==> config.mk <==
export PLATFORM = sky130hd
export DESIGN_NAME = serial_command_line_editor_flat
export DESIGN_NICKNAME = d
export VERILOG_FILES = /design/src/design/sce_pkg.sv /design/src/design/sce_if.sv /design/src/design/serial_command_line_editor.sv /design/src/design/sce_ram.sv /design/src/design/sce_out_reg.sv /design/src/flat_wrapper.sv
export SDC_FILE = /design/constraint.sdc
export NUM_CORES = 1
export LEC_CHECK = 0
export ABC_AREA = 1
export BUFFER_PORTS_ARGS = -buffer_cell sky130_fd_sc_hd__buf_4
export CAP_MARGIN = 20
export CORE_ASPECT_RATIO = 0.75
export CORE_MARGIN = 1
export CORE_UTILIZATION = 27
export CTS_BUF_LIST = sky130_fd_sc_hd__clkbuf_16
export DETAILED_ROUTE_END_ITERATION = 10
export GPL_ROUTABILITY_DRIVEN = 0
export PLACE_DENSITY = 0.49
export SETUP_SLACK_MARGIN = 0.1
export SKIP_CTS_REPAIR_TIMING = 1
export SLEW_MARGIN = 20
export SYNTH_ARGS = -nofsm -noshare
export SYNTH_HDL_FRONTEND = slang
export SYNTH_HIERARCHICAL = 1
export SYNTH_SLANG_ARGS = --single-unit
==> constraint.sdc <==
create_clock -name clk -period 11.05 [get_ports clk]
set_input_delay 0 -clock clk [delete_from_list [all_inputs] [get_ports clk]]
set_output_delay 0 -clock clk [all_outputs]
set_load 0.1 [all_outputs]
==> src/design/sce_pkg.sv <==
package sce_pkg;

  // line store depth: at most LINE_CAPACITY - 1 characters are kept
  localparam int LINE_CAPACITY = 64;

  // result kinds
  localparam logic [1:0] KIND_ECHO    = 2'd0;
  localparam logic [1:0] KIND_ERASE   = 2'd1;
  localparam logic [1:0] KIND_NEWLINE = 2'd2;
  localparam logic [1:0] KIND_CMD     = 2'd3;

  typedef struct packed {
    logic [1:0]  kind;
    logic [7:0]  data_byte;
    logic        last;
    logic [31:0] commands_count;
    logic [31:0] overrun_count;
  } result_t;

endpackage

==> src/design/sce_if.sv <==
interface sce_rx_if;
  logic       valid;
  logic       ready;
  logic [7:0] rx_byte;

  modport source (output valid, output rx_byte, input ready);
  modport sink (input valid, input rx_byte, output ready);
endinterface

interface sce_res_if;
  logic        valid;
  logic        ready;
  logic [1:0]  kind;
  logic [7:0]  data_byte;
  logic        last;
  logic [31:0] commands_count;
  logic [31:0] overrun_count;

  modport source (output valid, output kind, output data_byte, output last,
                  output commands_count, output overrun_count, input ready);
  modport sink (input valid, input kind, input data_byte, input last,
                input commands_count, input overrun_count, output ready);
endinterface

==> src/design/serial_command_line_editor.sv <==
// Line editor for a serial terminal. Each received byte is taken on in_ch and
// turned into echo, erase, newline and command items on out_ch; cfg_echo_enable
// (written with cfg_write_en) switches echo on or off. A printable byte or an
// erase holds the block until out_ch takes the echo; with no echo the block
// goes back to idle once the byte is decoded. A line end walks the line store
// (one write port, one read port) with one compare unit: it reads and checks
// each blank trimmed from the front or the back and the first non-blank seen
// from each side (registered store read), then sends one command byte per cycle
// unless out_ch stalls. The store needs no clearing after reset; the block is
// ready straight away.
module serial_command_line_editor #(
  parameter int LINE_CAPACITY = sce_pkg::LINE_CAPACITY
) (
  input  logic      clk,
  input  logic      rst_n,
  sce_rx_if.sink    in_ch,
  sce_res_if.source out_ch,
  input  logic      cfg_write_en,
  input  logic      cfg_echo_enable
);

  localparam int AW = $clog2(LINE_CAPACITY);
  localparam logic [AW-1:0] LEN_MAX = AW'(LINE_CAPACITY - 1);

  localparam logic [7:0] CHAR_BS    = 8'h08;
  localparam logic [7:0] CHAR_DEL   = 8'h7F;
  localparam logic [7:0] CHAR_LF    = 8'h0A;
  localparam logic [7:0] CHAR_CR    = 8'h0D;
  localparam logic [7:0] CHAR_SPACE = 8'h20;
  localparam logic [7:0] CHAR_TAB   = 8'h09;

  localparam logic [3:0] S_IDLE    = 4'd0;
  localparam logic [3:0] S_DEC     = 4'd1;
  localparam logic [3:0] S_PUT1    = 4'd2;
  localparam logic [3:0] S_FWD_RD  = 4'd3;
  localparam logic [3:0] S_FWD_CHK = 4'd4;
  localparam logic [3:0] S_BWD_RD  = 4'd5;
  localparam logic [3:0] S_BWD_CHK = 4'd6;
  localparam logic [3:0] S_NL      = 4'd7;
  localparam logic [3:0] S_CMD     = 4'd8;

  logic [3:0]    state_r, state_nxt;
  logic [7:0]    c_r, c_nxt;
  logic [AW-1:0] len_r, len_nxt;
  logic [AW-1:0] start_r, start_nxt;
  logic [AW-1:0] end_r, end_nxt;
  logic [AW-1:0] start_inc;
  logic          cr_r, cr_nxt;
  logic          echo_r, echo_nxt;
  logic [31:0]   cmd_cnt_r, cmd_cnt_nxt;
  logic [31:0]   drop_cnt_r, drop_cnt_nxt;
  logic [1:0]    pend_kind_r, pend_kind_nxt;
  logic [7:0]    pend_data_r, pend_data_nxt;

  logic          mem_we;
  logic          mem_re;
  logic [AW-1:0] mem_raddr;
  logic [7:0]    mem_rdata;
  logic          rd_blank;

  logic             push;
  logic             out_free;
  sce_pkg::result_t res;

  assign rd_blank  = (mem_rdata == CHAR_SPACE) || (mem_rdata == CHAR_TAB);
  assign start_inc = start_r + 1'b1;
  assign in_ch.ready = (state_r == S_IDLE);

  always_comb begin
    state_nxt     = state_r;
    c_nxt         = c_r;
    len_nxt       = len_r;
    start_nxt     = start_r;
    end_nxt       = end_r;
    cr_nxt        = cr_r;
    echo_nxt      = cfg_write_en ? cfg_echo_enable : echo_r;
    cmd_cnt_nxt   = cmd_cnt_r;
    drop_cnt_nxt  = drop_cnt_r;
    pend_kind_nxt = pend_kind_r;
    pend_data_nxt = pend_data_r;
    mem_we        = 1'b0;
    mem_re        = 1'b0;
    mem_raddr     = start_r;
    push          = 1'b0;
    res.kind           = pend_kind_r;
    res.data_byte      = pend_data_r;
    res.last           = 1'b1;
    res.commands_count = cmd_cnt_r;
    res.overrun_count  = drop_cnt_r;

    case (state_r)
      S_IDLE: begin
        if (in_ch.valid) begin
          c_nxt     = in_ch.rx_byte;
          state_nxt = S_DEC;
        end
      end
      S_DEC: begin
        if (c_r == CHAR_BS || c_r == CHAR_DEL) begin
          cr_nxt    = 1'b0;
          state_nxt = S_IDLE;
          if (len_r != '0) begin
            len_nxt = len_r - 1'b1;
            if (echo_r) begin
              pend_kind_nxt = sce_pkg::KIND_ERASE;
              pend_data_nxt = '0;
              state_nxt     = S_PUT1;
            end
          end
        end else if (c_r == CHAR_LF || c_r == CHAR_CR) begin
          if (c_r == CHAR_LF && cr_r) begin
            // second half of a cr lf pair
            cr_nxt    = 1'b0;
            state_nxt = S_IDLE;
          end else begin
            cr_nxt    = (c_r == CHAR_CR);
            start_nxt = '0;
            end_nxt   = len_r;
            state_nxt = S_FWD_RD;
          end
        end else begin
          cr_nxt    = 1'b0;
          state_nxt = S_IDLE;
          if (echo_r) begin
            pend_kind_nxt = sce_pkg::KIND_ECHO;
            pend_data_nxt = c_r;
            state_nxt     = S_PUT1;
          end
          if (len_r != LEN_MAX) begin
            mem_we  = 1'b1;
            len_nxt = len_r + 1'b1;
          end else if (drop_cnt_r != '1) begin
            drop_cnt_nxt = drop_cnt_r + 1'b1;
          end
        end
      end
      S_PUT1: begin
        if (out_free) begin
          push      = 1'b1;
          state_nxt = S_IDLE;
        end
      end
      // skip leading blanks
      S_FWD_RD: begin
        if (start_r == end_r) begin
          state_nxt = S_BWD_RD;
        end else begin
          mem_re    = 1'b1;
          mem_raddr = start_r;
          state_nxt = S_FWD_CHK;
        end
      end
      S_FWD_CHK: begin
        if (rd_blank) begin
          start_nxt = start_inc;
          state_nxt = S_FWD_RD;
        end else begin
          state_nxt = S_BWD_RD;
        end
      end
      // skip trailing blanks
      S_BWD_RD: begin
        if (end_r == start_r) begin
          len_nxt   = '0;
          state_nxt = S_NL;
        end else begin
          mem_re    = 1'b1;
          mem_raddr = end_r - 1'b1;
          state_nxt = S_BWD_CHK;
        end
      end
      S_BWD_CHK: begin
        if (rd_blank) begin
          end_nxt   = end_r - 1'b1;
          state_nxt = S_BWD_RD;
        end else begin
          cmd_cnt_nxt = cmd_cnt_r + 1'b1;
          len_nxt     = '0;
          state_nxt   = S_NL;
        end
      end
      S_NL: begin
        res.kind      = sce_pkg::KIND_NEWLINE;
        res.data_byte = '0;
        res.last      = (start_r == end_r);
        if (!echo_r || out_free) begin
          push = echo_r;
          if (start_r != end_r) begin
            mem_re    = 1'b1;
            mem_raddr = start_r;
            state_nxt = S_CMD;
          end else begin
            state_nxt = S_IDLE;
          end
        end
      end
      S_CMD: begin
        res.kind      = sce_pkg::KIND_CMD;
        res.data_byte = mem_rdata;
        res.last      = (start_inc == end_r);
        if (out_free) begin
          push      = 1'b1;
          start_nxt = start_inc;
          if (start_inc == end_r) begin
            state_nxt = S_IDLE;
          end else begin
            mem_re    = 1'b1;
            mem_raddr = start_inc;
          end
        end
      end
      default: begin
        state_nxt = S_IDLE;
      end
    endcase
  end

  always_ff @(posedge clk) begin
    if (!rst_n) begin
      state_r    <= S_IDLE;
      len_r      <= '0;
      cr_r       <= 1'b0;
      echo_r     <= 1'b1;
      cmd_cnt_r  <= '0;
      drop_cnt_r <= '0;
    end else begin
      state_r    <= state_nxt;
      len_r      <= len_nxt;
      cr_r       <= cr_nxt;
      echo_r     <= echo_nxt;
      cmd_cnt_r  <= cmd_cnt_nxt;
      drop_cnt_r <= drop_cnt_nxt;
    end
    c_r         <= c_nxt;
    start_r     <= start_nxt;
    end_r       <= end_nxt;
    pend_kind_r <= pend_kind_nxt;
    pend_data_r <= pend_data_nxt;
  end

  sce_ram #(
    .WIDTH (8),
    .DEPTH (LINE_CAPACITY)
  ) u_line_store (
    .clk   (clk),
    .we    (mem_we),
    .waddr (len_r),
    .wdata (c_r),
    .re    (mem_re),
    .raddr (mem_raddr),
    .rdata (mem_rdata)
  );

  sce_out_reg u_out_reg (
    .clk    (clk),
    .rst_n  (rst_n),
    .push   (push),
    .res    (res),
    .free   (out_free),
    .out_ch (out_ch)
  );

endmodule

==> src/design/sce_ram.sv <==
module sce_ram #(
  parameter int WIDTH = 8,
  parameter int DEPTH = sce_pkg::LINE_CAPACITY
) (
  input  logic                     clk,
  input  logic                     we,
  input  logic [$clog2(DEPTH)-1:0] waddr,
  input  logic [WIDTH-1:0]         wdata,
  input  logic                     re,
  input  logic [$clog2(DEPTH)-1:0] raddr,
  output logic [WIDTH-1:0]         rdata
);

  logic [WIDTH-1:0] mem [DEPTH];

  always_ff @(posedge clk) begin
    if (we) begin
      mem[waddr] <= wdata;
    end
    if (re) begin
      rdata <= mem[raddr];
    end
  end

endmodule

==> src/design/sce_out_reg.sv <==
module sce_out_reg (
  input  logic             clk,
  input  logic             rst_n,
  input  logic             push,
  input  sce_pkg::result_t res,
  output logic             free,
  sce_res_if.source        out_ch
);

  logic             valid_r;
  logic             valid_nxt;
  sce_pkg::result_t data_r;

  // slot can take a new item when empty or being drained this cycle
  assign free = !valid_r || out_ch.ready;

  always_comb begin
    valid_nxt = valid_r;
    if (push) begin
      valid_nxt = 1'b1;
    end else if (out_ch.ready) begin
      valid_nxt = 1'b0;
    end
  end

  always_ff @(posedge clk) begin
    if (!rst_n) begin
      valid_r <= 1'b0;
    end else begin
      valid_r <= valid_nxt;
    end
    if (push) begin
      data_r <= res;
    end
  end

  assign out_ch.valid          = valid_r;
  assign out_ch.kind           = data_r.kind;
  assign out_ch.data_byte      = data_r.data_byte;
  assign out_ch.last           = data_r.last;
  assign out_ch.commands_count = data_r.commands_count;
  assign out_ch.overrun_count  = data_r.overrun_count;

endmodule

==> src/flat_wrapper.sv <==
// flat-port wrapper written by rule: the top's interface ports become plain ports
module serial_command_line_editor_flat 
#(
  parameter int LINE_CAPACITY = sce_pkg::LINE_CAPACITY
)
  (clk, rst_n, cfg_write_en, cfg_echo_enable, in_ch_valid, in_ch_rx_byte, in_ch_ready, out_ch_valid, out_ch_kind, out_ch_data_byte, out_ch_last, out_ch_commands_count, out_ch_overrun_count, out_ch_ready);
  sce_rx_if in_ch_i ();
  sce_res_if out_ch_i ();
  input  logic clk;
  input  logic rst_n;
  input  logic cfg_write_en;
  input  logic cfg_echo_enable;
  input wire logic [$bits(in_ch_i.valid)-1:0] in_ch_valid;
  input wire logic [$bits(in_ch_i.rx_byte)-1:0] in_ch_rx_byte;
  output wire logic [$bits(in_ch_i.ready)-1:0] in_ch_ready;
  output wire logic [$bits(out_ch_i.valid)-1:0] out_ch_valid;
  output wire logic [$bits(out_ch_i.kind)-1:0] out_ch_kind;
  output wire logic [$bits(out_ch_i.data_byte)-1:0] out_ch_data_byte;
  output wire logic [$bits(out_ch_i.last)-1:0] out_ch_last;
  output wire logic [$bits(out_ch_i.commands_count)-1:0] out_ch_commands_count;
  output wire logic [$bits(out_ch_i.overrun_count)-1:0] out_ch_overrun_count;
  input wire logic [$bits(out_ch_i.ready)-1:0] out_ch_ready;
  assign in_ch_i.valid = in_ch_valid;
  assign in_ch_i.rx_byte = in_ch_rx_byte;
  assign in_ch_ready = in_ch_i.ready;
  assign out_ch_valid = out_ch_i.valid;
  assign out_ch_kind = out_ch_i.kind;
  assign out_ch_data_byte = out_ch_i.data_byte;
  assign out_ch_last = out_ch_i.last;
  assign out_ch_commands_count = out_ch_i.commands_count;
  assign out_ch_overrun_count = out_ch_i.overrun_count;
  assign out_ch_i.ready = out_ch_ready;
  serial_command_line_editor #(.LINE_CAPACITY(LINE_CAPACITY)) u_core (.clk(clk), .rst_n(rst_n), .in_ch(in_ch_i), .out_ch(out_ch_i), .cfg_write_en(cfg_write_en), .cfg_echo_enable(cfg_echo_enable));
endmodule
==> results of run 1 <==
==> sequential cells by signal (all words and copies together) (netlist names) <==
| signal | cells |
|---|---|
| u_core/u_out_reg/out_ch.last | 1 |
| u_core/u_out_reg/out_ch.kind | 2 |
| u_core/pend_kind_r | 1 |
| u_core/u_line_store/mem | 512 |
| u_core/start_r | 6 |
| u_core/state_r | 4 |
| u_core/u_out_reg/out_ch.overrun_count | 32 |
| u_core/u_out_reg/out_ch.data_byte | 8 |
| u_core/end_r | 6 |
| u_core/pend_data_r | 8 |
| u_core/u_out_reg/out_ch.commands_count | 32 |
| u_core/cmd_cnt_r | 32 |
| u_core/cr_r | 1 |
| u_core/c_r | 8 |
| u_core/drop_cnt_r | 32 |
| u_core/echo_r | 1 |
| u_core/u_out_reg/out_ch.valid | 1 |
| u_core/len_r | 6 |
| u_core/u_line_store/rdata | 8 |
==> final timing paths <==
check / from / end
worst min register to register: u_core/cr_r / u_core/cr_r
worst max register to register: u_core/state_r[0] / u_core/u_line_store/rdata[6]
worst max-delay path: u_core/state_r[0] / u_core/u_line_store/rdata[6]
worst min-delay path: out_ch_ready / u_core/state_r[0]
==> per-stage QoR <==
step                      hold slack [ps]  setup slack (ps)  area (um2)
final                                51.0              5750       35300
after global routing                 59.8              5270       35300
after CTS                            -488              5870       35200
after detailed placement              181              5890       32800
after global placement                181              5990       32800
after floorplan                      98.9              6110       30800
==> cell usage in the layout (no fill, tap or decap), types with 26 or more instances in the layout <==
cell and instances:
a21oi_1 66, nand3_1 533, o21ai_0 26, xor2_1 32, dfxtp_1 77, buf_4 128
nand2_1 999, clkbuf_16 76, nor3_1 27, nor2_1 202, edfxtp_1 624, inv_1 142
==> worst max-delay path: cells and delay by family, from the launching register on <==
| kind | cells | cell delay, ps |
|---|---|---|
| buf+inv | 4 | 2090 |
| flops | 1 | 350 |
| simple gates | 14 | 2360 |
==> report_power, final <==
group	leakage, nW	total, W	switching, W	internal [W]
combinational	5.18	0.00423	0.00330	0.000929
sequential	6.28	0.00333	0.0000923	0.00324
clock	1.25	0.00251	0.00106	0.00144
==> final cells by class <==
| type | count | share of cell area |
|---|---|---|
| flip-flops and latches | 701 | 0.574 |
| inverters | 139 | 0.0152 |
| clock inverters | 62 | 0.0145 |
| clock buffers | 76 | 0.0539 |
| well taps | 1512 | 0.0536 |
| repair buffers | 143 | 0.0320 |
| multi-input cells | 2005 | 0.256 |
==> cells by family (layout without fill, tap and decap cells) <==
group                    count (synthesis)  in the layout  synth area share
AO/OA/AOI/OAI                          109            109            0.0191
flip-flops                             701            701             0.659
AND/OR/NAND/NOR                       1844           1844             0.258
XOR/XNOR                                43             43            0.0122
adder cells (fa/ha/maj)                  9              9           0.00390
buffers and inverters                  278            420            0.0479
==> layer usage <==
metal	part of all wire	wire length, um	up-vias	GRT usage
met5	0	0	-	0
met4	0.016	1370	0	0.0333
met3	0.069	6050	90	0.0231
met2	0.41	36400	736	0.209
met1	0.50	44200	10700	0.244
li1	-	-	10400	-
==> impl_results.md, run 1 <==
* Final HPWL DP at 52800 um
* Ant diodes at 0
* Count of endpoints failing setup in the final report at 0
* Fraction of layout cells with a size suffix above 1 at 0.0944
* Overall die height at 294 um
* R2R depth at 18
* Avg Cell Area, Syn at 10.3 um2
* Max Cap Viol at 0
* Largest net degree at the start of global routing at 159
* Crit start category: flop
* P_leak at 12.7 nW
* Slew @ Worst Pin at 1110 ps
* Vias per cell at 4.72
* Power after layout at 0.0101 W
* Top cells by area, synth: edfxtp_1 61%, nand2_1 12%, nand3_1 8.7%
* CTS Root Cell: clkbuf_16
* Area of the multi-input gates at 9050 um2
* Sequential cell area at 20300 um2
* First-pass GRT wire length at 133000 um
* # port buffers at 90
* Endpoints failing hold at 0
* Die area at 115000 um2
* WHS Path Cells at 6
* Top-count cell post-synth: nand2_1
* Synth cell types at 43
* Syn Inst Count at 2984
* Ys async rst share at 0
* Tmin final at 5300 ps
* DR pass1 iterations at 5
* Fin cells at 4638
* CTS tree: built
* Status: completed
* Top_reg_cell synth: edfxtp_1
* Synth top area share at 0.609
* Worst Skew at 25.9 ps
* CP max stage delay at 660 ps
* # placed instances at 4487
* CTS clk-pin slew, worst paths at 60 ps
* Area leader, netlist: edfxtp_1
* Initial core utilization at 0.274
* Synthesized cell area at 30800 um2
* RSZ-0062 raised after global routing: no
* Antenna-violating nets left at 0
* Most used cell, CP: nand2_1
* Syn nets at 3007
* CP required at 11540 ps
* Vias at 21.9k
* Row count at 106
* R2r setup slk at 5750 ps
* Post-synth top cells: 999 x nand2_1, 624 x edfxtp_1, 536 x nand3_1, 205 x nor2_1, 126 x inv_1
* H-tree levels at 3
* Final period utilization at 0.480
* Hold Crit Class: input port to flop
* CP max-delay cell: buf_4
* Fillers at 11.6k
* Clock Latency Late Sink at 640 ps
* Total CTS buffers at 75
* DRC Markers at 0
* Peak VDD IR at 0.235 mV
* Sequential share of the synthesized area at 0.659
* Via count of the first global-routing pass at 20.2k
* WP data arrival at 5790 ps
* Crit-path cells: nor2_1 -> nand3_1 -> clkinv_1 -> nand4_1 -> nand2_1 -> nand2_1 -> nand3_4 -> buf_4 -> buf_4 -> buf_12 -> nand2_1 -> nand3_1 -> nand3_1 -> nand2_1 -> nand2_1 -> nand3_1 -> nand3_1 -> nand2_1
* Detailed Route WL at 87900 um
* I/O pin count at 91
* Critical Path Fanout Max at 158
* Clock Path Buffers at 3
* Total Nets Final at 3088
* Core ar. at 112000 um2
* Fmax at 189 MHz
* Rel. slew slack at 0.257
* CTS sink count at 701
* Routed wire per std cell at 19.0 um
* Layout Utilization at 0.315
* Syn. warnings at 6
* Initial antenna violation count at 1
* Number of enable flip-flop cells after synthesis at 624
* Kind of critical path: flop to flop
* Fin Setup TNS at 0 ps
* Tot GR Track Use at 0.152
* CP endpoint kind: flop
* Chip Width at 392 um
* Grt ovf at 0
* PwrDens at 285 nW/um2
* First DRT Iteration DRCs at 2085
* Area delta synth->final at 14.8%
* Pins over their slew limit at 0
* Seq cells post-synth at 701
Power figures use the tool's default switching activity.
==> run 2, diff against run 1 <==
PLACE_DENSITY = 0.5   (was 0.49)
clock period = 4.59 ns   (was 11.05 ns; I/O delays follow)
==> run 2 against run 1 <==
  * Combinational power is 150% higher
  * First-iteration DRC count is 12% higher
  * Largest cell class unchanged
  * Sequential power grew 140%
  * Register-to-register slack worse by 5100 ps
  * Sequential cell count unchanged
==> impl_results.md, run 2 (same netlist as run 1, synthesis figures left out) <==
* Final WS setup at 677 ps
* Peak VDD IR at 0.670 mV
* Status: completed
* Vias at 21.9k
* First-pass GRT wire length at 134000 um
* Critical Path Fanout Max at 33
* H-tree levels at 3
* Total Nets Final at 3106
* Detailed Route WL at 89100 um
* Kind of critical path: flop to flop
* Area delta synth->final at 16.0%
* Fmax at 256 MHz
* Pins over their slew limit at 0
* Via count of the first global-routing pass at 20.2k
* Max FFs per register at 512
* Layout Utilization at 0.318
* Slew @ Worst Pin at 955 ps
* CTS sink count at 701
* Max Cap Viol at 0
* Clock Latency Late Sink at 650 ps
* Routed wire per std cell at 19.1 um
* Vias per cell at 4.70
* Rel. slew slack at 0.361
* CTS clk-pin slew, worst paths at 60 ps
* Tot GR Track Use at 0.153
* CTS tree: built
* Initial antenna violation count at 2
* Row count at 106
* Chip Width at 392 um
* Total CTS buffers at 76
* RSZ-0062 raised after global routing: no
* DR pass1 iterations at 8
* CP required at 5080 ps
* Fraction of layout cells with a size suffix above 1 at 0.100
* Core ar. at 112000 um2
* Initial core utilization at 0.274
* Count of endpoints failing setup in the final report at 0
* CP endpoint kind: flop
* Antenna-violating nets left at 0
* WP data arrival at 4400 ps
* PwrDens at 695 nW/um2
* CTS Root Cell: clkbuf_16
* Final HPWL DP at 55200 um
* Die area at 115000 um2
* Fin Setup TNS at 0 ps
* Final period utilization at 0.853
* P_leak at 12.9 nW
* # port buffers at 90
* Power after layout at 0.0248 W
* DRC Markers at 0
* Crit start category: flop
* First DRT Iteration DRCs at 2338
* Most frequent cells in the layout: 999 x nand2_1, 624 x edfxtp_1, 533 x nand3_1
* Top reg by flops: u_core/u_line_store/mem
* Overall die height at 294 um
* Dpl ws at 743 ps
* Most common cell after layout, fill and taps aside: nand2_1
* Hold Crit Class: input port to flop
* Endpoints failing hold at 0
* Worst Skew at 27.6 ps
* Tmin final at 3910 ps
* Clock Path Buffers at 3
* Grt ovf at 0
* I/O pin count at 91
* Largest net degree at the start of global routing at 129
## run 2: critical path, stage by stage, from the launching register on
cell and delay, ps:
edfxtp_1 530, ha_1 370, inv_1 70, nand2_1 60, nand2_1 50, nor2_1 80, nand2_1 60, nor2_2 130
nand3_2 170, nand2_1 100, nand2_1 50, a21oi_1 110, nand2_1 90, buf_4 260, inv_1 740, buf_4 340
nand2_1 80, nand3_1 240, nand3_1 120, nand2_1 90
## run 2: worst paths after layout
kind	slack, ps	startpoint	cells past startpoint	endpoint
worst min register to register	460	u_core/cmd_cnt_r[30]	0	u_core/u_out_reg/out_ch.commands_count[30]
worst min-delay path	100	in_ch_rx_byte[5]	2	u_core/c_r[5]
worst max register to register	680	u_core/start_r[0]	19	u_core/u_line_store/rdata[6]
worst max-delay path	680	u_core/start_r[0]	19	u_core/u_line_store/rdata[6]
## run 2: layout make-up
type                            count  area [um2]
Fill cell                       11500       76500
Clock buffer                       78        1950
Multi-Input combinational cell   2005        9050
Clock inverter                     63         663
Sequential cell                   701       20300
Inverter                          139         532
Tap cell                         1512        1890
Antenna cell                        1        2.50
Timing Repair Buffer              160        1320
## run 2: routing by layer
layer,global-route usage,part of all wire
met3,0.0304,0.075
met1,0.239,0.49
met4,0.0402,0.021
met5,0,0.000090
met2,0.210,0.41
## run 2: power by group
part / switching (W) / total [W] / internal [W] / leakage [nW]
clock: 0.00261 / 0.00639 / 0.00378 / 1.31
combinational: 0.00802 / 0.0104 / 0.00234 / 5.28
sequential: 0.000263 / 0.00806 / 0.00780 / 6.28
## run 2: per-stage QoR
step | std cells | cell area [um2] | hold WS (ps)
finish | 4659 | 35700 | 102
global route | 4659 | 35700 | 75.0
CTS | 4645 | 35600 | -499
detailed placement | 4504 | 32900 | 180
global placement | 4504 | 32900 | 182
floorplan | 2984 | 30800 | 98.9
